<file path="config.mk">
export PLATFORM = sky130hd
export DESIGN_NAME = mqbf_ctrl
export DESIGN_NICKNAME = d
export VERILOG_FILES = /design/src/hw/rtl/mqbf_pkg.sv /design/src/hw/rtl/mqbf_ctrl.sv
export SDC_FILE = /design/constraint.sdc
export NUM_CORES = 1
export LEC_CHECK = 0
export BUFFER_PORTS_ARGS = -buffer_cell sky130_fd_sc_hd__clkbuf_2
export CAP_MARGIN = 20
export CORE_AREA = 5 5 42 44
export DETAILED_ROUTE_END_ITERATION = 10
export DIE_AREA = 0 0 47 49
export SLEW_MARGIN = 25
export SYNTH_ARGS = -nofsm -noshare
export SYNTH_HDL_FRONTEND = slang
export SYNTH_SLANG_ARGS = --single-unit
</file>
<file path="constraint.sdc">
create_clock -name clock -period 1.6 [get_ports clock]
set_input_delay 0.32 -clock clock [delete_from_list [all_inputs] [get_ports clock]]
set_output_delay 0.32 -clock clock [all_outputs]
set_load 0.05 [all_outputs]
</file>
<file path="src/hw/rtl/mqbf_pkg.sv">
// ----------------------------------------------------------------------------
// Multi-queue byte FIFO manager package
// Shared widths, request and status codes, fill codes and the command and
// status structures that join the controller and the datapath.
// ----------------------------------------------------------------------------
package mqbf_pkg;

   localparam int QUEUES         = 8;
   localparam int POOL_BYTES     = 4096;
   localparam int MAX_READ_BURST = 64;

   localparam int SLOT_W = $clog2(QUEUES);
   localparam int ADDR_W = $clog2(POOL_BYTES);
   localparam int CNT_W  = ADDR_W + 1;
   localparam int LEN_W  = 13;
   localparam int GNT_W  = 7;

   typedef enum logic [2:0] {
      REQ_ALLOC = 3'd0,
      REQ_WRITE = 3'd1,
      REQ_READ  = 3'd2,
      REQ_QUERY = 3'd3,
      REQ_CLEAR = 3'd4
   } req_code_type;

   typedef enum logic [2:0] {
      ST_OK        = 3'd0,
      ST_NO_QUEUE  = 3'd1,
      ST_NO_ROOM   = 3'd2,
      ST_DUPLICATE = 3'd3,
      ST_TABLE_FULL = 3'd4,
      ST_ZERO_LEN  = 3'd5
   } status_code_type;

   localparam logic [1:0] FILL_EMPTY = 2'd0;
   localparam logic [1:0] FILL_USING = 2'd1;
   localparam logic [1:0] FILL_FULL  = 2'd2;

   typedef enum logic [2:0] {
      CTL_IDLE,
      CTL_DECIDE,
      CTL_READ_FETCH,
      CTL_READ_EMIT,
      CTL_RESPOND
   } ctl_state_type;

   // Commands from the controller to the datapath.
   typedef struct packed {
      logic capture;      // latch the incoming word
      logic execute;      // apply the single-result operation
      logic read_start;   // set up a read burst
      logic read_fetch;   // issue a pool read at the read pointer
      logic read_advance; // step the read pointer
      logic read_finish;  // update the fill status after the burst
   } cmd_type;

   // Status from the datapath to the controller.
   typedef struct packed {
      logic is_read_burst; // decided request is a read that grants bytes
      logic read_done;     // current byte is the final one
   } stat_type;

endpackage

</file>
<file path="src/hw/rtl/mqbf_ctrl.sv">
// ----------------------------------------------------------------------------
// Multi-queue byte FIFO manager controller
// Sequences capture, decision, read bursts and the result handshake.
// ----------------------------------------------------------------------------
module mqbf_ctrl (
   input  logic                 clock,
   input  logic                 reset,
   input  logic                 req_valid,
   output logic                 req_stall,
   output logic                 rsp_valid,
   input  logic                 rsp_stall,
   output mqbf_pkg::cmd_type    cmd,
   input  mqbf_pkg::stat_type   stat
);

   mqbf_pkg::ctl_state_type state_ff, state_in;

   // State register.
   always_ff @(posedge clock) begin
      if (reset) state_ff <= mqbf_pkg::CTL_IDLE;
      else       state_ff <= state_in;
   end

   // Next state and commands.
   always_comb begin
      state_in  = state_ff;
      cmd       = '0;
      req_stall = 1'b1;
      rsp_valid = 1'b0;
      unique case (state_ff)
         mqbf_pkg::CTL_IDLE: begin
            req_stall = 1'b0;
            if (req_valid) begin
               cmd.capture = 1'b1;
               state_in    = mqbf_pkg::CTL_DECIDE;
            end
         end
         mqbf_pkg::CTL_DECIDE: begin
            if (stat.is_read_burst) begin
               cmd.read_start = 1'b1;
               state_in       = mqbf_pkg::CTL_READ_FETCH;
            end else begin
               cmd.execute = 1'b1;
               state_in    = mqbf_pkg::CTL_RESPOND;
            end
         end
         mqbf_pkg::CTL_READ_FETCH: begin
            cmd.read_fetch   = 1'b1;
            cmd.read_advance = 1'b1;
            state_in         = mqbf_pkg::CTL_READ_EMIT;
         end
         mqbf_pkg::CTL_READ_EMIT: begin
            rsp_valid = 1'b1;
            if (!rsp_stall) begin
               // After the advance the count has moved on, so the last byte is
               // the one at which the count equals the grant.
               if (stat.read_done) begin
                  cmd.read_finish = 1'b1;
                  state_in        = mqbf_pkg::CTL_IDLE;
               end else begin
                  state_in = mqbf_pkg::CTL_READ_FETCH;
               end
            end
         end
         mqbf_pkg::CTL_RESPOND: begin
            rsp_valid = 1'b1;
            if (!rsp_stall) state_in = mqbf_pkg::CTL_IDLE;
         end
         default: state_in = mqbf_pkg::CTL_IDLE;
      endcase
   end

endmodule

</file>
; Word-level counts from Yosys, hierarchy flattened
; Index checks and enable logic that the tools add are counted.
[op_classes]
n_eq_ne = 7
mux = 17
n_reduce_logical = 3
[ops]
columns = operator, n
row1 = $pmux 3 s5, 1
row2 = $mux 3, 4
row3 = $mux 1, 9
row4 = $eq 3x2->1 const B, 2
row5 = $mux 2, 3
row6 = $ne 2x2->1 const B, 3
row7 = $eq 3x1->1 const B, 1
row8 = $eq 3x3->1 const B, 1
row9 = $logic_not 3->1, 1
row10 = $reduce_and 3->1, 1
row11 = $reduce_or 2->1, 1
[totals]
ff_bits = 3
in_bits = 6
out_inout_bits = 8
wordCells = 28

; Logic depth before layout (Yosys ltp)
; Gate-level depths: netlist of the first run.
[logic_depth]
word_depth = 3
ltp_mapped = 3
ltp_nobuf = 3

; Least setup slack after synthesis of the first run
; Ideal clock, no wire load.
[synth_path]
kind = reg2out
from = register state_ff[1]
to = output port cmd[2] in the netlist's numbering
t_arrival_ns = 2.013
required_ns = 1.280
slack_ns = -0.733
stages_incl_launch_ff = 4
path_buffers = 2
cell_sequence = dfxtp_1 > buf_6 > nor3b_1 > buf_4
[synth_rtl]
columns = item, line
row1 = "start, declared", mqbf_ctrl.sv:16  ; mqbf_pkg::ctl_state_type state_ff, state_in;
row2 = "start signal, assigned", mqbf_ctrl.sv:20  ; if (reset) state_ff <= mqbf_pkg::CTL_IDLE;
row3 = "start signal, assigned", mqbf_ctrl.sv:21  ; else state_ff <= state_in;
row4 = "end, declared", mqbf_ctrl.sv:12  ; output mqbf_pkg::cmd_type cmd,

==> results of run 1 <==
==> power by group through the flow <==
stage / Clock [mW] / Sequential (mW) / Combinational [mW]
2_1_floorplan: 0 / 0.0876 / 0.0864
5_1_grt: 0.143 / 0.0896 / 0.115
6_report: 0.130 / 0.0883 / 0.108
3_3_place_gp: 0 / 0.0888 / 0.108
4_1_cts: 0.137 / 0.0879 / 0.109
3_5_place_dp: 0 / 0.0891 / 0.109
==> worst max-delay path, stage by stage (launching register included) <==
cell	delay (ps)
dfxtp_1	310
buf_4	160
nor2b_1	150
and2_1	140
buf_2	250
==> cell families (layout without fill, tap and decap cells) <==
group / Yosys count / after routing / share of synthesized area [%]
flip-flops: 3 / 3 / 25.8
AND/OR/NAND/NOR: 17 / 17 / 50.0
AO/OA/AOI/OAI: 4 / 4 / 12.9
buffers and inverters: 4 / 20 / 11.3
==> layer usage <==
layer	track usage [%]	up-vias
li1	-	128
met1	7.47	103
met2	6.79	10
met3	0.738	0
met4	6.91	0
met5	0	-
==> metrics by stage <==
stage                     hold slack, ps  util [%]  setup WS [ps]
final                                294      24.3           40.7
after global routing                 289      24.3           6.73
after CTS                            286      24.1           6.05
after detailed placement             532      22.2            256
after global placement               534      22.2            264
after floorplan                      391         -           -162
==> worst max path at each step <==
stage                      startpoint        end  slack [ps]  depth (start not counted)
after floorplan           state_ff[1]     cmd[2]        -160                          3
after global placement    state_ff[2]     cmd[4]         260                          3
after detailed placement  state_ff[1]     cmd[1]         260                          2
after CTS                 state_ff[1]     cmd[1]           6                          2
after global routing      state_ff[0]  req_stall           7                          3
final                     state_ff[0]     cmd[5]          40                          4
==> cell usage after synthesis, drive strengths merged <==
| cell | count |
|---|---|
| buf | 2 |
| nor3 | 2 |
| a2bb2oi | 1 |
| dfxtp | 3 |
| nand2 | 1 |
| and2 | 1 |
| nand2b | 2 |
| inv | 2 |
| nor3b | 1 |
| a21oi | 2 |
| nor4 | 1 |
| o21ai | 1 |
| nor2 | 1 |
| nor2b | 3 |
| and3 | 4 |
| or3 | 1 |
==> repair_timing <==
action	CTS	global route
gates resized for setup	0	5
hold buffers	0	0
endpoints found under the setup margin	0	8
==> cell type report <==
| type | count | area, um2 | area share, % |
|---|---|---|---|
| multi-input cells | 21 | 151 | 44.5 |
| repair buffers | 14 | 72.6 | 21.3 |
| flip-flops and latches | 3 | 62.6 | 18.4 |
| clock buffers | 4 | 26.3 | 7.72 |
| well taps | 16 | 20.0 | 5.88 |
| inverters | 2 | 7.51 | 2.21 |
==> cells in the final DEF (no fill, tap or decap) <==
cell type / instances
a21oi_1: 2
a2bb2oi_2: 1
and2_1: 1
and3_1: 3
and3_2: 1
buf_2: 3
buf_4: 1
clkbuf_1: 1
clkbuf_2: 10
clkbuf_4: 3
dfxtp_1: 1
dfxtp_2: 2
inv_1: 2
nand2_1: 1
nand2b_1: 1
nand2b_2: 1
nor2_1: 1
nor2b_1: 2
nor2b_4: 1
nor3_1: 1
nor3_2: 1
nor3b_2: 1
nor4_1: 1
o21ai_1: 1
or3_1: 1
==> metrics.cfg, run 1 <==
[cts]
cts.clk_slew.worst_paths_ps=40
cts-root-buf=clkbuf_4
cts_made_buffers=3
htreeDepth=1
clk_latency_ps=230
cts_tree=done
cts_buffer_depth=2
cts_setup_buffers=0
clock_sinks=3

[die]
initial_core_util_pct=16.6
die_y_um=49
coreArea_um2=1400
rows=14
io_pins=14
die_w_um=47
floorplan.die_area_um2=2300

[grt]
grt_pass1_wl_um=952
grt_max_degree=11
grt_use_total_pct=5.70
grt_pass1_vias=258
grt_overflow_total=0
antenna_found_initial=0

[sta]
hold_viol=0
fin_crit_sh_pct=97.5
fin_crit_ps=1560
tightest_slew_ps=282
setup_tns_ps=0
slew_headroom_pct=81.3
skew_ps=0.417
rsz0062_at_grt=false
setup_viol=0
max_freq_mhz=641
drv_slew=0

[power_and_ir_drop]
totalPowerFinal_uw=326
p_int_uw=208
leakagePower_nw=0.180
p_sw_uw=118
combinationalPowerShare_pct=33.1
peakVddDrop_v=0.000254
p_seq_share_pct=27.1
power_frac_clock_pct=39.8
swShare_pct=36.1
power_density_nw_per_um2=958

[hold_path]
hold_path_class=in -> reg
min_path_cells=2
min_to=state_ff[2]
worstHoldStart=reset

[routing]
wl_met1_um=285
drcViolationCount=0
drt-total-wl_um=563
drtPass1Iterations=3
dr_wl_met3_um=50
num_vias=241
routedWlPerCell_um=9.38
highest_layer=met3
dr.first_iter.drc_count=4
met2_length_um=227
ant_nets=0
drt-vias-per-instance=4.02

[worst_setup_path]
crit_type=reg -> out
cp-end-kind=output port
r2r_end=state_ff[1]
path_max_fanout=8
r2r.worst_path.cells=3
required_ps=1280
ff2ff_setup_slack_ps=670
r2r-start=state_ff[0]
startpoint_type=flip-flop
crit_arrival_ps=1240

[synthesis]
synth_seq_area_share_pct=25.8
yosysUniqueCellTypes=21
yosysWarnings=0
syn-instance-count=28
yosysTopAreaCellShare_pct=25.8
ys_top_cells_by_area=dfxtp_1, and3_1, a2bb2oi_2, nor2b_4, nor2b_1
syn-num-nets=34
syn_avg_cell_area_um2=8.31
ys_ff_latch=3
synth.largest_area_cell=dfxtp_1
netlist_area_um2=233

[layout]
fillerInstances=165
final_area_um2=340
areaGrowthSynthToFinish_pct=46.2
nets=51
largest_reg_flops=3
diodes=0
instances_no_fill=60
drive_gt1_share_pct=56.8
top_regs=state_ff (3)
regMostFlops=state_ff

[place]
dp_hpwl_um=453
gp_congestion=0.670
placed_area_um2=312
io_buffers=13
dp.cells=56

[run_status]
status=finished clean

[flow_run]
max_cap_viol_count=0

No activity file was read; power rests on OpenSTA's default activity.
==> inputs of run 2 (changes only) <==
CORE_AREA = 3 3 40 42   (was 5 5 42 44)
DIE_AREA = 0 0 43 45   (was 0 0 47 49)
clock period = 1.7 ns   (was 1.6 ns; I/O delays follow)
==> metrics.cfg, run 2 (synthesis results as in run 1) <==
[run_status]
status=finished clean

[grt]
grt_max_degree=11  ; unchanged
grt_use_total_pct=6.40  ; +0.70 points
grt_pass1_vias=226  ; -12%
grt_pass1_wl_um=848  ; -11%
grt_overflow_total=0  ; unchanged
antenna_found_initial=0  ; unchanged

[hold_path]
min_path_cells=2  ; unchanged
hold_path_class=in -> reg
worstHoldStart=reset

[layout]
drive_gt1_share_pct=58.1  ; +1.3 points
largest_reg_flops=3  ; unchanged
diodes=0  ; unchanged
top_regs=state_ff (3)
areaGrowthSynthToFinish_pct=43.0
multiInputGateArea_um2=151  ; unchanged
seqCellArea_um2=63.8  ; +2.0%
layout_common_cells=clkbuf_2, and3_1, clkbuf_4, dfxtp_2
fillerInstances=154  ; -6.7%
nets=50  ; -2.0%
layout_commonest_cell=clkbuf_2
regMostFlops=state_ff

[worst_setup_path]
cp-startpoint=state_ff[0]
r2r-start=state_ff[0]
required_ps=1360  ; +80 ps
crit_arrival_ps=1290  ; +50 ps
startpoint_type=flip-flop
r2r.worst_path.cells=3  ; unchanged
path_max_fanout=10  ; +2
cp-end-kind=output port
crit_type=reg -> out

[die]
rows=13  ; -1
initial_core_util_pct=18.1  ; +1.5 points
floorplan.die_area_um2=1940  ; -16%
die_y_um=45  ; -8.2%
die_w_um=43  ; -8.5%
io_pins=14  ; unchanged
coreArea_um2=1280  ; -8.3%

[sta]
slew_headroom_pct=81.6  ; +0.32 points
setup_tns_ps=0  ; unchanged
fin_crit_ps=1630
fin_crit_sh_pct=95.8
max_freq_mhz=614
timing.hold.ws_ps=302  ; +8.27 ps
skew_ps=0.761  ; +0.343 ps
setup_viol=0  ; unchanged
hold_viol=0  ; unchanged
tightest_slew_ps=278  ; -4.76 ps
drv_slew=0  ; unchanged

[routing]
dr_wl_met3_um=80  ; +60%
drtPass1Iterations=2  ; -1
ant_nets=0  ; unchanged
routedWlPerCell_um=9.40  ; +0.14%
drt-total-wl_um=545  ; -3.2%
highest_layer=met3
drcViolationCount=0  ; unchanged
wl_met1_um=258  ; -9.5%
dr.first_iter.drc_count=4  ; unchanged
num_vias=240  ; -0.41%
drt-vias-per-instance=4.14  ; +3.0%
met2_length_um=205  ; -9.7%

[cts]
cts.clk_slew.worst_paths_ps=40  ; about the same
clk_latency_ps=230  ; about the same
cts_buffer_depth=2  ; unchanged
htreeDepth=1  ; unchanged
cts_setup_buffers=0  ; unchanged
cts_made_buffers=3  ; unchanged
cts-root-buf=clkbuf_4
cts_tree=done
clock_sinks=3  ; unchanged

[flow_run]
max_cap_viol_count=0  ; unchanged

[power_and_ir_drop]
peakVddDrop_v=0.000423  ; +67%
power_density_nw_per_um2=933  ; -2.6%
leakagePower_nw=0.174  ; -3.2%

[place]
dp_hpwl_um=405  ; -10%
io_buffers=13  ; unchanged
gp_congestion=0.719  ; +7.2%

## run 2: cell types whose count changed in the layout (fill, tap and decap cells not counted), sizes merged
cell / previous run / this run
buf: 4 / 1
clkbuf: 14 / 16
## run 2: worst paths after layout
path	end	slack [ps]
worst max register to register	state_ff[2]	820
worst min-delay path	state_ff[2]	300
worst max-delay path	cmd[0]	70
worst min register to register	state_ff[2]	500
## run 2: what timing repair did
action                     CTS  global route
resized for setup            1             3
setup endpoints to repair    2             5
hold endpoints to repair     0             0
hold buffers                 0             0
## run 2: where the power goes
group | leakage [nW] | internal, mW | total (mW) | switching [mW]
Combinational | 0.133 | 0.0299 | 0.0950 | 0.0651
Sequential | 0.0258 | 0.0764 | 0.0873 | 0.0109
Clock | 0.0150 | 0.0882 | 0.128 | 0.0402
Total | 0.174 | 0.194 | 0.311 | 0.116
## run 2: through the flow
step                power, mW  cell area [um2]  utilization (%)  cells  setup slack (ps)
floorplan               0.164              238                -     28             -82.3
global placement        0.182              303             23.6     54               214
detailed placement      0.182              303             23.6     54               212
CTS                     0.316              330             25.7     58              68.4
global route            0.341              333             25.9     58             -11.8
finish                  0.311              333             25.9     58              71.0
## run 2: worst max-delay path, stage by stage (launching register included)
cell and delay [ps]:
dfxtp_2 410, nor2b_4 200, and3_2 180, clkbuf_2 270
## run 2: cell type report
class,instances,area share (%)
clock buffer,4,7.89
tap,15,5.64
sequential,3,19.2
inverter,2,2.26
timing repair buffer,13,19.5
multi-input combinational,21,45.5
## run 2: routing by layer
| metal | vias up | track usage [%] |
|---|---|---|
| met5 | - | 0 |
| met4 | 0 | 3.61 |
| met3 | 0 | 5.18 |
| met2 | 13 | 7.19 |
| met1 | 99 | 8.15 |
| li1 | 128 | - |
==> inputs of run 3 (changes only) <==
ABC_AREA = 1   (was unset)
==> metrics.cfg, run 3 <==
[run_status]
status=finished clean

[layout]
top_regs=state_ff (3)
regMostFlops=state_ff
layout_commonest_cell=clkbuf_2
instances_no_fill=68  ; +17%
nets=60  ; +20%
layout_common_cells=clkbuf_2, nand3_1, inv_1, nand2_1, clkbuf_4
fillerInstances=149  ; -3.2%
drive_gt1_share_pct=47.2  ; -11 points
final_area_um2=342  ; +2.6%
diodes=0  ; unchanged
largest_reg_flops=3  ; unchanged
areaGrowthSynthToFinish_pct=47.6

[routing]
drt-vias-per-instance=3.94  ; -4.8%
routedWlPerCell_um=8.60  ; -8.4%
drtPass1Iterations=4  ; +2
ant_nets=0  ; unchanged
drcViolationCount=0  ; unchanged
num_vias=268  ; +12%
dr.first_iter.drc_count=3  ; -1
drt-total-wl_um=585  ; +7.3%

[cts]
clock_sinks=3  ; unchanged
cts_buffer_depth=2  ; unchanged
clk_latency_ps=230  ; about the same
cts_made_buffers=3  ; unchanged
cts-root-buf=clkbuf_4
htreeDepth=1  ; unchanged
cts_tree=done
cts.clk_slew.worst_paths_ps=40  ; about the same
ctsHoldBuffers=0  ; unchanged

[worst_setup_path]
cp-end-kind=output port
path_max_fanout=6  ; -4
cp_num_buf_inv=2  ; +1
worst_path_largest_cell_delay_ps=330  ; -80 ps
startpoint_type=flip-flop
crit_type=reg -> out
required_ps=1360  ; about the same
crit_family=buffers and inverters
cp_slowest_cell=dfxtp_1
cp_cell_sequence=inv_1 -> nand2_1 -> nor3_2 -> clkbuf_2
crit_arrival_ps=1220  ; -70 ps

[grt]
grt_pass1_wl_um=938  ; +11%
grt_max_degree=10  ; -1
grt_pass1_vias=245  ; +8.4%
grt_overflow_total=0  ; unchanged
grt_use_total_pct=6.90  ; +0.50 points
antenna_found_initial=0  ; unchanged

[synthesis]
synth_ff_type=dfxtp_1
ys_top_cells_by_area=dfxtp_1, nand3_1, inv_1, nand2_1, nand2_2
syn_avg_cell_area_um2=6.09  ; -27%
yosysWarnings=0  ; unchanged
synth.largest_area_cell=dfxtp_1
syn-num-nets=44  ; +29%
syn-instance-count=38  ; +36%
synth.most_common_cell=nand3_1
async_reset_ff_share_pct=0  ; unchanged
yosysTopAreaCellShare_pct=25.9  ; +0.14 points
synth_seq_area_share_pct=25.9  ; +0.14 points
ys_ff_latch=3  ; unchanged
synth_edf_count=0  ; unchanged
yosysUniqueCellTypes=13  ; -38%
synthTopCellsByCount=nand3_1, inv_1, nand2_1
netlist_area_um2=231  ; -0.54%

[sta]
setup_slack_ps=143  ; +71.6 ps
setup_tns_ps=0  ; unchanged
hold_viol=0  ; unchanged
skew_ps=1.51  ; +0.748 ps
tightest_slew_ps=279  ; +1.75 ps
fin_crit_ps=1560  ; -71.6 ps
rsz0062_at_grt=false
drv_slew=0  ; unchanged
fin_crit_sh_pct=91.6  ; -4.2 points
max_freq_mhz=642  ; +4.6%
slew_headroom_pct=81.5  ; -0.12 points
setup_viol=0  ; unchanged

[power_and_ir_drop]
leakagePower_nw=0.189  ; +8.7%
power_density_nw_per_um2=1210  ; +29%
totalPowerFinal_uw=412  ; +33%
peakVddDrop_v=0.000392  ; -7.4%

[hold_path]
hold_path_class=in -> reg

[place]
dp.cells=64  ; +19%
gp_congestion=0.747  ; +3.9%
place_ws_ps=280  ; +68.1 ps
dp_hpwl_um=473  ; +17%
io_buffers=13  ; unchanged
placed_area_um2=307  ; +1.2%

[die]
rows=13  ; unchanged
die_y_um=45  ; unchanged
coreArea_um2=1280  ; unchanged
io_pins=14  ; unchanged
die_w_um=43  ; unchanged
initial_core_util_pct=18.0  ; -0.097 points
floorplan.die_area_um2=1940  ; unchanged

[flow_run]
max_cap_viol_count=0  ; unchanged

==> run 3: changes by cell type after synthesis, moves of 2 or more <==
cell     change
nand3_1      +8
nand2_1      +6
inv_1        +5
and3_1       -3
nand2_2      +2
nor2_1       +2
nor2b_1      -2
==> run 3: through the flow <==
stage / utilization (%) / hold slack, ps
after floorplan: - / 409
after global placement: 23.9 / 509
after detailed placement: 23.9 / 504
after CTS: 25.9 / 286
after global routing: 26.6 / 300
final: 26.6 / 296
==> run 3: kinds of logic (layout without fill, tap and decap cells) <==
kind of cell | after synthesis | count (layout) | share of synthesized area, %
AND/OR/NAND/NOR | 23 | 23 | 46.5
flip-flops | 3 | 3 | 25.9
buffers and inverters | 9 | 24 | 19.5
AO/OA/AOI/OAI | 3 | 3 | 8.11
==> run 3: final timing paths <==
path,startpoint,endpoint,slack (ps),cells after the start
worst max register to register,state_ff[2],state_ff[0],690,7
worst min register to register,state_ff[2],state_ff[2],520,2
worst max-delay path,state_ff[2],cmd[0],140,4
worst min-delay path,reset,state_ff[1],300,2
==> run 3: where the power goes <==
part	total, mW	switching, mW	internal (mW)
clock network	0.127	0.0391	0.0881
registers	0.0992	0.0182	0.0811
logic	0.186	0.138	0.0477
==> run 3: repair_timing <==
item                                    in CTS  in global routing
resized for setup                            0                  7
endpoints found under the setup margin       0                  4
setup buffers                                0                  0
==> run 3: area by class of cell <==
| class | instances | area (um2) | area share (%) |
|---|---|---|---|
| Clock buffer | 4 | 26.3 | 7.69 |
| Tap cell | 15 | 18.8 | 5.49 |
| Timing Repair Buffer | 13 | 70.1 | 20.5 |
| Multi-Input combinational cell | 26 | 139 | 40.7 |
| Inverter | 7 | 26.3 | 7.69 |
| Sequential cell | 3 | 61.3 | 17.9 |
==> run 3: worst register-to-register path, cell delays in order (launching register included) <==
cell     delay (ps)
dfxtp_1         330
inv_1           150
nand3_1         100
nand2_2          90
nand2_2          60
nand2_1          60
nand2_1          60
a21oi_2         100
==> run 3: per-layer routing <==
layer	track usage (%)	part of all wire, %
met1	8.39	46
met3	5.18	12
met2	9.58	42
met5	0	0
met4	1.81	0
